## src/hw/rtl/ssf_pkg.sv

```systemverilog
`default_nettype none

package ssf_pkg;

  localparam int SLOT_COUNT = 32;
  localparam int SLOT_W     = $clog2(SLOT_COUNT);
  localparam int POS_W      = 5;
  localparam int LEVEL_W    = 8;
  localparam int PCT_W      = 7;

  localparam logic [LEVEL_W-1:0] LEVEL_REST = 8'd127;
  localparam logic [LEVEL_W-1:0] LEVEL_HIGH = 8'd255;
  localparam logic [LEVEL_W-1:0] LEVEL_OFF  = 8'd129;
  localparam logic [PCT_W-1:0]   SPAWN_PERCENT_RESET = 7'd10;

  // ceil(d/10) = floor((d+9)*205 / 2048), exact for d+9 up to well past 137
  localparam logic [8:0] DECAY_ROUND = 9'd9;
  localparam logic [7:0] DECAY_RECIP = 8'd205;
  localparam int         DECAY_SHIFT = 11;

  typedef struct packed {
    logic [POS_W-1:0]   x;
    logic [POS_W-1:0]   y;
    logic [LEVEL_W-1:0] r;
    logic [LEVEL_W-1:0] g;
    logic [LEVEL_W-1:0] b;
  } slot_rec_t;

  localparam int REC_W = $bits(slot_rec_t);

  typedef struct packed {
    logic [SLOT_W-1:0] slot;
    logic [PCT_W-1:0]  roll;
    logic [POS_W-1:0]  new_x;
    logic [POS_W-1:0]  new_y;
    logic              red_high;
    logic              green_high;
    logic              blue_high;
  } item_t;

  typedef struct packed {
    logic      emit;
    slot_rec_t pixel;
    logic      wr_en;
    slot_rec_t wr_rec;
    logic      active_next;
  } step_t;

  function automatic logic [LEVEL_W-1:0] fade(input logic [LEVEL_W-1:0] c);
    logic [LEVEL_W-1:0] d;
    logic [8:0]         n;
    logic [16:0]        p;
    logic [LEVEL_W-1:0] q;
    d = c - LEVEL_REST;
    n = {1'b0, d} + DECAY_ROUND;
    p = {8'b0, n} * {9'b0, DECAY_RECIP};
    q = {2'b00, p[16:DECAY_SHIFT]};
    if (c <= LEVEL_REST) begin
      return c;
    end
    return c - q;
  endfunction

endpackage

`default_nettype wire

```

## src/hw/rtl/ssf_ram.sv

```systemverilog
`default_nettype none

module ssf_ram #(
  parameter int WIDTH = 8,
  parameter int DEPTH = 32,
  localparam int AW = (DEPTH > 1) ? $clog2(DEPTH) : 1
) (
  input  wire logic             clk,
  input  wire logic             wr_en,
  input  wire logic [AW-1:0]    wr_addr,
  input  wire logic [WIDTH-1:0] wr_data,
  input  wire logic             rd_en,
  input  wire logic [AW-1:0]    rd_addr,
  output logic      [WIDTH-1:0] rd_data
);

  logic [WIDTH-1:0] mem [DEPTH];

  always_ff @(posedge clk) begin
    if (wr_en) begin
      mem[wr_addr] <= wr_data;
    end
    if (rd_en) begin
      rd_data <= mem[rd_addr];
    end
  end

endmodule

`default_nettype wire

```

## src/hw/rtl/ssf_step.sv

```systemverilog
`default_nettype none

module ssf_step (
  input  wire ssf_pkg::item_t             item,
  input  wire logic                       active,
  input  wire logic [ssf_pkg::PCT_W-1:0]  spawn_percent,
  input  wire ssf_pkg::slot_rec_t         rd_rec,
  input  wire logic                       fwd_valid,
  input  wire logic [ssf_pkg::SLOT_W-1:0] fwd_addr,
  input  wire ssf_pkg::slot_rec_t         fwd_rec,
  output ssf_pkg::step_t                  step
);

  ssf_pkg::slot_rec_t cur;
  ssf_pkg::slot_rec_t faded;
  ssf_pkg::slot_rec_t spawned;
  logic               spawn;
  logic               low;

  always_comb begin
    // memory read was issued while the previous item wrote the same slot
    cur = (fwd_valid && fwd_addr == item.slot) ? fwd_rec : rd_rec;

    faded.x = cur.x;
    faded.y = cur.y;
    faded.r = ssf_pkg::fade(cur.r);
    faded.g = ssf_pkg::fade(cur.g);
    faded.b = ssf_pkg::fade(cur.b);
    low = (faded.r < ssf_pkg::LEVEL_OFF) && (faded.g < ssf_pkg::LEVEL_OFF) &&
          (faded.b < ssf_pkg::LEVEL_OFF);

    // grid is 32 x 32, so the 5-bit position needs no reduction
    spawned.x = item.new_x;
    spawned.y = item.new_y;
    spawned.r = item.red_high   ? ssf_pkg::LEVEL_HIGH : ssf_pkg::LEVEL_REST;
    spawned.g = item.green_high ? ssf_pkg::LEVEL_HIGH : ssf_pkg::LEVEL_REST;
    spawned.b = item.blue_high  ? ssf_pkg::LEVEL_HIGH : ssf_pkg::LEVEL_REST;
    spawn = !active && (item.roll < spawn_percent);

    step.emit        = active;
    step.pixel       = cur;
    step.wr_en       = active || spawn;
    step.wr_rec      = active ? faded : spawned;
    step.active_next = active ? !low : spawn;
  end

endmodule

`default_nettype wire

```

## src/hw/rtl/sparkle_slot_fader.sv

```systemverilog
// Sparkle slot fader: 32 slots, each with an enable bit (flip-flops, cleared
// by reset) and a position/RGB record in a 32 x 34 RAM with registered read.
// An item is taken every cycle while input is not held off; the RAM is read on
// the accepting edge and the slot is updated and written back when the item
// advances out of the update stage, with the record just written forwarded when
// the next item visits the same slot. A pixel is loaded into the output register
// at that write-back edge. Input is held off only while a pixel is ready to
// move into a still-occupied output register. No clearing pass: records are
// only used for enabled slots, which a spawn has written.
`default_nettype none

module sparkle_slot_fader (
  input  wire logic                        clk,
  input  wire logic                        rst,
  input  wire logic                        cfg_valid,
  output logic                             cfg_ready,
  input  wire logic [ssf_pkg::PCT_W-1:0]   cfg_data,
  input  wire logic                        in_valid,
  output logic                             in_ready,
  input  wire logic [ssf_pkg::SLOT_W-1:0]  slot,
  input  wire logic [ssf_pkg::PCT_W-1:0]   roll,
  input  wire logic [ssf_pkg::POS_W-1:0]   new_x,
  input  wire logic [ssf_pkg::POS_W-1:0]   new_y,
  input  wire logic                        red_high,
  input  wire logic                        green_high,
  input  wire logic                        blue_high,
  output logic                             out_valid,
  input  wire logic                        out_ready,
  output logic [ssf_pkg::POS_W-1:0]        pix_x,
  output logic [ssf_pkg::POS_W-1:0]        pix_y,
  output logic [ssf_pkg::LEVEL_W-1:0]      red,
  output logic [ssf_pkg::LEVEL_W-1:0]      green,
  output logic [ssf_pkg::LEVEL_W-1:0]      blue
);

  logic [ssf_pkg::PCT_W-1:0]      spawn_percent;
  logic [ssf_pkg::SLOT_COUNT-1:0] active;
  logic                           s1_valid;
  ssf_pkg::item_t                 s1_item;
  ssf_pkg::item_t                 in_item;
  logic                           s1_stall;
  logic                           s1_adv;
  logic                           in_fire;
  logic                           ram_we;
  logic [ssf_pkg::REC_W-1:0]      rd_data;
  ssf_pkg::slot_rec_t             rd_rec;
  logic                           fwd_valid;
  logic [ssf_pkg::SLOT_W-1:0]     fwd_addr;
  ssf_pkg::slot_rec_t             fwd_rec;
  ssf_pkg::step_t                 step;
  ssf_pkg::slot_rec_t             out_rec;

  assign cfg_ready = 1'b1;

  assign in_item.slot       = slot;
  assign in_item.roll       = roll;
  assign in_item.new_x      = new_x;
  assign in_item.new_y      = new_y;
  assign in_item.red_high   = red_high;
  assign in_item.green_high = green_high;
  assign in_item.blue_high  = blue_high;

  assign s1_stall = s1_valid && step.emit && out_valid && !out_ready;
  assign s1_adv   = s1_valid && !s1_stall;
  assign in_ready = !s1_stall;
  assign in_fire  = in_valid && in_ready;
  assign ram_we   = s1_adv && step.wr_en;
  assign rd_rec   = ssf_pkg::slot_rec_t'(rd_data);

  ssf_ram #(
    .WIDTH(ssf_pkg::REC_W),
    .DEPTH(ssf_pkg::SLOT_COUNT)
  ) u_ram (
    .clk    (clk),
    .wr_en  (ram_we),
    .wr_addr(s1_item.slot),
    .wr_data(step.wr_rec),
    .rd_en  (in_fire),
    .rd_addr(slot),
    .rd_data(rd_data)
  );

  ssf_step u_step (
    .item         (s1_item),
    .active       (active[s1_item.slot]),
    .spawn_percent(spawn_percent),
    .rd_rec       (rd_rec),
    .fwd_valid    (fwd_valid),
    .fwd_addr     (fwd_addr),
    .fwd_rec      (fwd_rec),
    .step         (step)
  );

  always_ff @(posedge clk) begin
    if (rst) begin
      spawn_percent <= ssf_pkg::SPAWN_PERCENT_RESET;
    end else if (cfg_valid && cfg_ready) begin
      spawn_percent <= cfg_data;
    end
  end

  always_ff @(posedge clk) begin
    if (rst) begin
      active    <= '0;
      s1_valid  <= 1'b0;
      fwd_valid <= 1'b0;
      out_valid <= 1'b0;
    end else begin
      if (in_ready) begin
        s1_valid  <= in_fire;
        fwd_valid <= ram_we;
      end
      if (s1_adv) begin
        active[s1_item.slot] <= step.active_next;
      end
      if (s1_adv && step.emit) begin
        out_valid <= 1'b1;
      end else if (out_ready) begin
        out_valid <= 1'b0;
      end
    end
  end

  always_ff @(posedge clk) begin
    if (in_fire) begin
      s1_item <= in_item;
    end
    if (in_ready) begin
      fwd_addr <= s1_item.slot;
      fwd_rec  <= step.wr_rec;
    end
    if (s1_adv && step.emit) begin
      out_rec <= step.pixel;
    end
  end

  assign pix_x = out_rec.x;
  assign pix_y = out_rec.y;
  assign red   = out_rec.r;
  assign green = out_rec.g;
  assign blue  = out_rec.b;

  a_emit_loads_out: assert property (@(posedge clk) disable iff (rst)
    (s1_adv && step.emit) |=> out_valid)
    else $error("pixel update did not reach the output register");

  a_stall_holds_item: assert property (@(posedge clk) disable iff (rst)
    s1_stall |=> (s1_valid && $stable(s1_item)))
    else $error("stalled item lost or changed");

  a_write_needs_active: assert property (@(posedge clk) disable iff (rst)
    ram_we |-> (active[s1_item.slot] || step.active_next))
    else $error("record written for a slot that stays disabled");

  a_no_accept_on_stall: assert property (@(posedge clk) disable iff (rst)
    (s1_valid && step.emit && out_valid && !out_ready) |-> !in_fire)
    else $error("transfer accepted while the update stage is blocked");

endmodule

`default_nettype wire

```

## config.mk

```make
export PLATFORM = sky130hd
export DESIGN_NAME = sparkle_slot_fader
export DESIGN_NICKNAME = d
export VERILOG_FILES = /design/src/hw/rtl/ssf_pkg.sv /design/src/hw/rtl/ssf_ram.sv /design/src/hw/rtl/ssf_step.sv /design/src/hw/rtl/sparkle_slot_fader.sv
export SDC_FILE = /design/constraint.sdc
export NUM_CORES = 1
export LEC_CHECK = 0
export BUFFER_PORTS_ARGS = -buffer_cell sky130_fd_sc_hd__buf_2
export CAP_MARGIN = 25
export CORE_ASPECT_RATIO = 0.7
export CORE_MARGIN = 4
export CORE_UTILIZATION = 52
export CTS_CLUSTER_DIAMETER = 40
export DETAILED_ROUTE_END_ITERATION = 10
export PLACE_DENSITY = 0.68
export SLEW_MARGIN = 20
export SYNTH_ARGS = -nofsm -noshare
export SYNTH_HDL_FRONTEND = slang
export SYNTH_SLANG_ARGS = --single-unit
```

## constraint.sdc

```tcl
create_clock -name clk -period 18.9 [get_ports clk]
set_input_delay 0.945 -clock clk [delete_from_list [all_inputs] [get_ports clk]]
set_output_delay 0.945 -clock clk [all_outputs]
set_load 0.005 [all_outputs]
```

### Word-level counts from Yosys, hierarchy flattened

Memory sizes are Yosys's and may differ from the RTL's. A register that Yosys moved wholly into a read port is not among the register bits.
Index checks and enable logic that the tools add are counted.

* output and inout bits: 37
* input port bits: 37
* memories kept: 1
* RAM bits: 1088
* register bits after elaboration: 140

Memories
* u_ram.mem: words 32, bits a word 34, rd ports 1, clocked after memory_dff 1, wr ports 1, RTL line ssf_ram.sv:17 `logic [WIDTH-1:0] mem [DEPTH];`

* add/subtract/negate cells: 9
* eq/ne operators: 1
* mux-type cells: 24
* reduce and logical (&&, ||, !) cells: 18
* magnitude comparators: 9
* multiply operators: 3

Operator list (count)
* $mux W8: 9
* $mux W34: 2
* $mul A9 B8 Y17 const B: 3
* $bwmux W32: 1
* $add A8 B4 Y9 const B: 3
* $le A8 B7 Y1 const B: 3
* $lt A8 B8 Y1 const B: 3
* $sub A8 B6 Y8: 3
* $sub A8 B7 Y8 const B: 3
* $logic_and A1 B1 Y1: 12
* $mux W1: 10
* $lt A7 B7 Y1: 1
* $lt A5 B6 Y1 const B: 1
* $bmux W1 S5: 1
* $demux W1 S5: 1
* $eq A5 B5 Y1: 1
* $ge A5 B1 Y1 const B: 1
* $logic_not A1 Y1: 4
* $reduce_bool A2 Y1: 1
* $logic_or A1 B1 Y1: 1

### Depth between registers and ports, before layout

* word-level depth: 14
* depth in mapped cells: 45
* depth with buffers taken out: 40

### Modules after synthesis

From an unflattened synthesis, not the netlist that was laid out.

* cells, all modules: 3538
* area, all modules: 55244.2 sq um

By module, submodules not included
* ssf_ram: cells an instance 2399, times used 1, area each 43446.7 sq um
* ssf_step: cells an instance 805, times used 1, area each 6597.6 sq um
* sparkle_slot_fader: cells an instance 334, times used 1, area each 5200.0 sq um

### Least setup slack after synthesis

No wires, ideal clock.

* kind: reg-to-reg
* start point: reg s1_item[22] (netlist name)
* end point: reg, netlist name fwd_rec[13]
* path buffers: 5
* arrival: 10.324 ns
* path slack: 8.115 ns
* cell stages (with the launch flop): 43
* required time: 18.438 ns
* cells stage by stage: edfxtp_1 > buf_6 > xnor2_1 > nand4_2 > nor2_2 > buf_2 > buf_2 > mux2i_1 > inv_1 > ha_1 > clkbuf_1 > nor2_1 > o22ai_1 > nand2_1 > nand2_1 > and3_1 > nor2_1 > a31oi_1 > (+7 left out) > fa_1 > inv_1 > ha_1 > a21o_1 > a21oi_1 > o21ai_0 > a22o_1 > o31a_1 > o21a_1 > o21a_1 > or2_2 > ha_1 > o21ai_0 > nor2_1 > nor3_1 > a21oi_1 > clkbuf_1 > o21ai_0

RTL lines
* start, declared: RTL line sparkle_slot_fader.sv:39 `ssf_pkg::item_t s1_item;`
* start signal, assigned: RTL line sparkle_slot_fader.sv:126 `s1_item <= in_item;`

==> results.txt <==
outcome = finished clean
Synth async-reset ratio = 0
DR vias/cell = 6.431
Synth Warn # = 0
area occupied by multi-input gates = 16,090 um^2
buffer type at the clock tree root = clkbuf_16
row cnt = 98
DRT antenna net count = 0
most common cell after layout, fill and taps aside = edfxtp_1
critical path type = flip-flop to flip-flop
Die Span X = 394.6 um
largest net degree at the start of global routing = 91
Setup WS pre-CTS = 6.977 ns
cell count after synthesis = 2,882
GRT Overall Usage = 0.2504
cts-stage hold buffer count = 0
Via Count = 28,823
met3 usage = 0.04639
I/O pins = 74
mapped cell area = 54,390 um^2
H-tree depth reported by CTS = 4
Seq cells post-synth = 1,262
DRC = 0
initial drt markers = 3,523
Pleak = 18.03 nW
Worst VDD drop = 101.3 uV
Util after Layout = 0.5944
fin worst setup slack = 7.103 ns
Setup TNS Final = 0 ns
most frequent cells in the layout = 1,220 x edfxtp_1, 348 x mux4_2, 164 x inv_1
M1 GR Usage = 0.3699
Startpoint Class = flip-flop
Mean Syn Cell Area = 18.87 um^2
Area Overhead vs Synth = 12.55%
Hold WC Path Type = primary input to flip-flop
GPL Wtd Cong = 0.8566
setup violators final = 0
die area = 109,900 um^2
CP max FO = 33
Post-synth EDFFs = 1,220
Starting Density = 0.5281
worst relative slew slack = 0.2807
Pwr Total = 7.266 mW
Worst EP required = 19.48 ns
CP Capture Type = flip-flop
Core ar. = 103,000 um^2
Pwr Density = 118.7 nW/um^2
CTS tree = yes
clock transition at the registers of the reported paths = 0.06 ns
Final Max Slew Viols = 0
Mapped Nets = 3,126
Nets = 3,269
max-cap violations = 0
vias in the first global route = 29,234
cts bufs inserted = 131
Worst Tran Pin Value = 1.079 ns
Overflow after GRT = 0
hpwl dp = 72,910 um
Register Area = 37,480 um^2
Fmax achieved = 0.08477 GHz
first-pass GRT wire length = 199,900 um
GRT busiest layer = met2
met2 Usage GRT = 0.3889
critical path arrival = 12.37 ns
RSZ-0062 raised after global routing = no
period utilization = 0.6242
Die H = 278.6 um
Clock Skews = 0.02007 ns
Post-CTS Setup Bufs = 0
detailed-router iteration count before antenna repair = 6
Worst path max stage delay = 0.81 ns
Port Buf Inserts = 72
CTS sink cnt = 1,262
Gates resized, CTS repair = 0
Final Hold Fails = 0
antenna violations before repair = 1
worst-case clock buffer depth = 3
share of layout cells above drive strength 1 = 0.2622
Yosys cell types = 76
ys flop type = edfxtp_1
final wirelength = 136,500 um
WL per Instance = 30.46 um
clock latency on the worst-skew pair = 0.74 ns
Final Critical Period = 11.80 ns
Slowest-stage cell, CP = edfxtp_1
register area share after synthesis = 0.6890
fill count = 7,406
stage by stage:
stage | instances | hold WS, ns | area (um^2)
2_1_floorplan | 2882 | 0.4206 | 54390
3_3_place_gp | 4232 | 0.4768 | 56730
3_5_place_dp | 4234 | 0.4859 | 56780
4_1_cts | 4473 | 0.3135 | 61040
5_1_grt | 4482 | 0.3525 | 61220
6_report | 4482 | 0.3749 | 61220
synthesized netlist by cell type (10+ instances only):
library cell     n  area share
edfxtp_1      1220        0.67
mux4_2         348        0.14
inv_1          164       0.011
ha_1           162       0.037
nor2_1         108      0.0075
clkbuf_1       101      0.0070
o21ai_0         64      0.0059
mux2_2          60       0.012
a21oi_1         58      0.0053
nand2_1         58      0.0040
fa_1            45       0.017
dfxtp_1         42       0.015
nor4_1          42      0.0048
xnor2_1         39      0.0063
nor3_1          38      0.0035
nand3_1         25      0.0023
xor2_1          23      0.0037
a211oi_1        22      0.0030
mux2i_1         22      0.0040
buf_1           21      0.0014
o211ai_1        17      0.0023
and2_1          12      0.0014
a21boi_1        11      0.0015
and3_1          11      0.0013
o21a_1          11      0.0015
a21boi_0        10      0.0014
a21o_1          10      0.0014
path summary, 6_finish.rpt:
| check | start | to | slack [ns] | cells past startpoint |
|---|---|---|---|---|
| hold reg to reg | spawn_percent[3] | spawn_percent[3] | 0.49 | 2 |
| setup reg to reg | s1_item[20] | u_ram.mem[9][12] | 7.10 | 39 |
| setup / recovery | s1_item[20] | u_ram.mem[9][12] | 7.10 | 39 |
| hold / removal | roll[6] | s1_item[19] | 0.37 | 1 |
critical path: cells and delay by family, from the launching register on:
kind	cells	cell delay (ns)
adder cells (fa/ha/maj)	7	2.78
XOR/XNOR	2	0.68
multiplexers	1	0.48
buffers and inverters	6	1.13
flip-flops	1	0.81
AND/OR/NAND/NOR	17	3.64
AO/OA/AOI/OAI	6	2.10
state kept, by name (all words and copies together) (netlist names), 7 cells and up:
name / flops
u_ram.mem: 1088
fwd_rec: 34
u_ram.rd_data: 34
active: 32
s1_item: 25
blue: 8
green: 8
red: 8
spawn_percent: 7
metal layers:
layer  up-vias  part of all wire
li1      11937                 -
met1     15075              0.41
met2      1597              0.47
met3       214             0.094
met4         0             0.022
met5         -                 0
cell type report:
cell class,count,share of cell area
inverters,169,0.01036
clock buffers,154,0.05600
flip-flops and latches,1262,0.6122
multi-input cells,1315,0.2628
well taps,1350,0.02759
repair buffers,146,0.01735
clock inverters,85,0.01363
diodes,1,0.00004088
cells by family (layout without fill, tap and decap cells):
kind of cell	count (synthesis)	in the layout	share of synthesized area
compound gates	254	254	0.03055
xor+xnor	63	63	0.01028
fa+ha+maj	207	207	0.05383
buf+inv	305	554	0.02185
flops	1262	1262	0.6890
mux	432	432	0.1613
other cells	1	2	0.00006894
simple gates	358	358	0.03317
where the power goes:
group	switching [mW]	internal [mW]
Sequential	0.0122	3.09
Clock	1.10	1.45
Combinational	0.983	0.639
Total	2.09	5.18
Note: power is estimated with default switching activity, not from simulation.
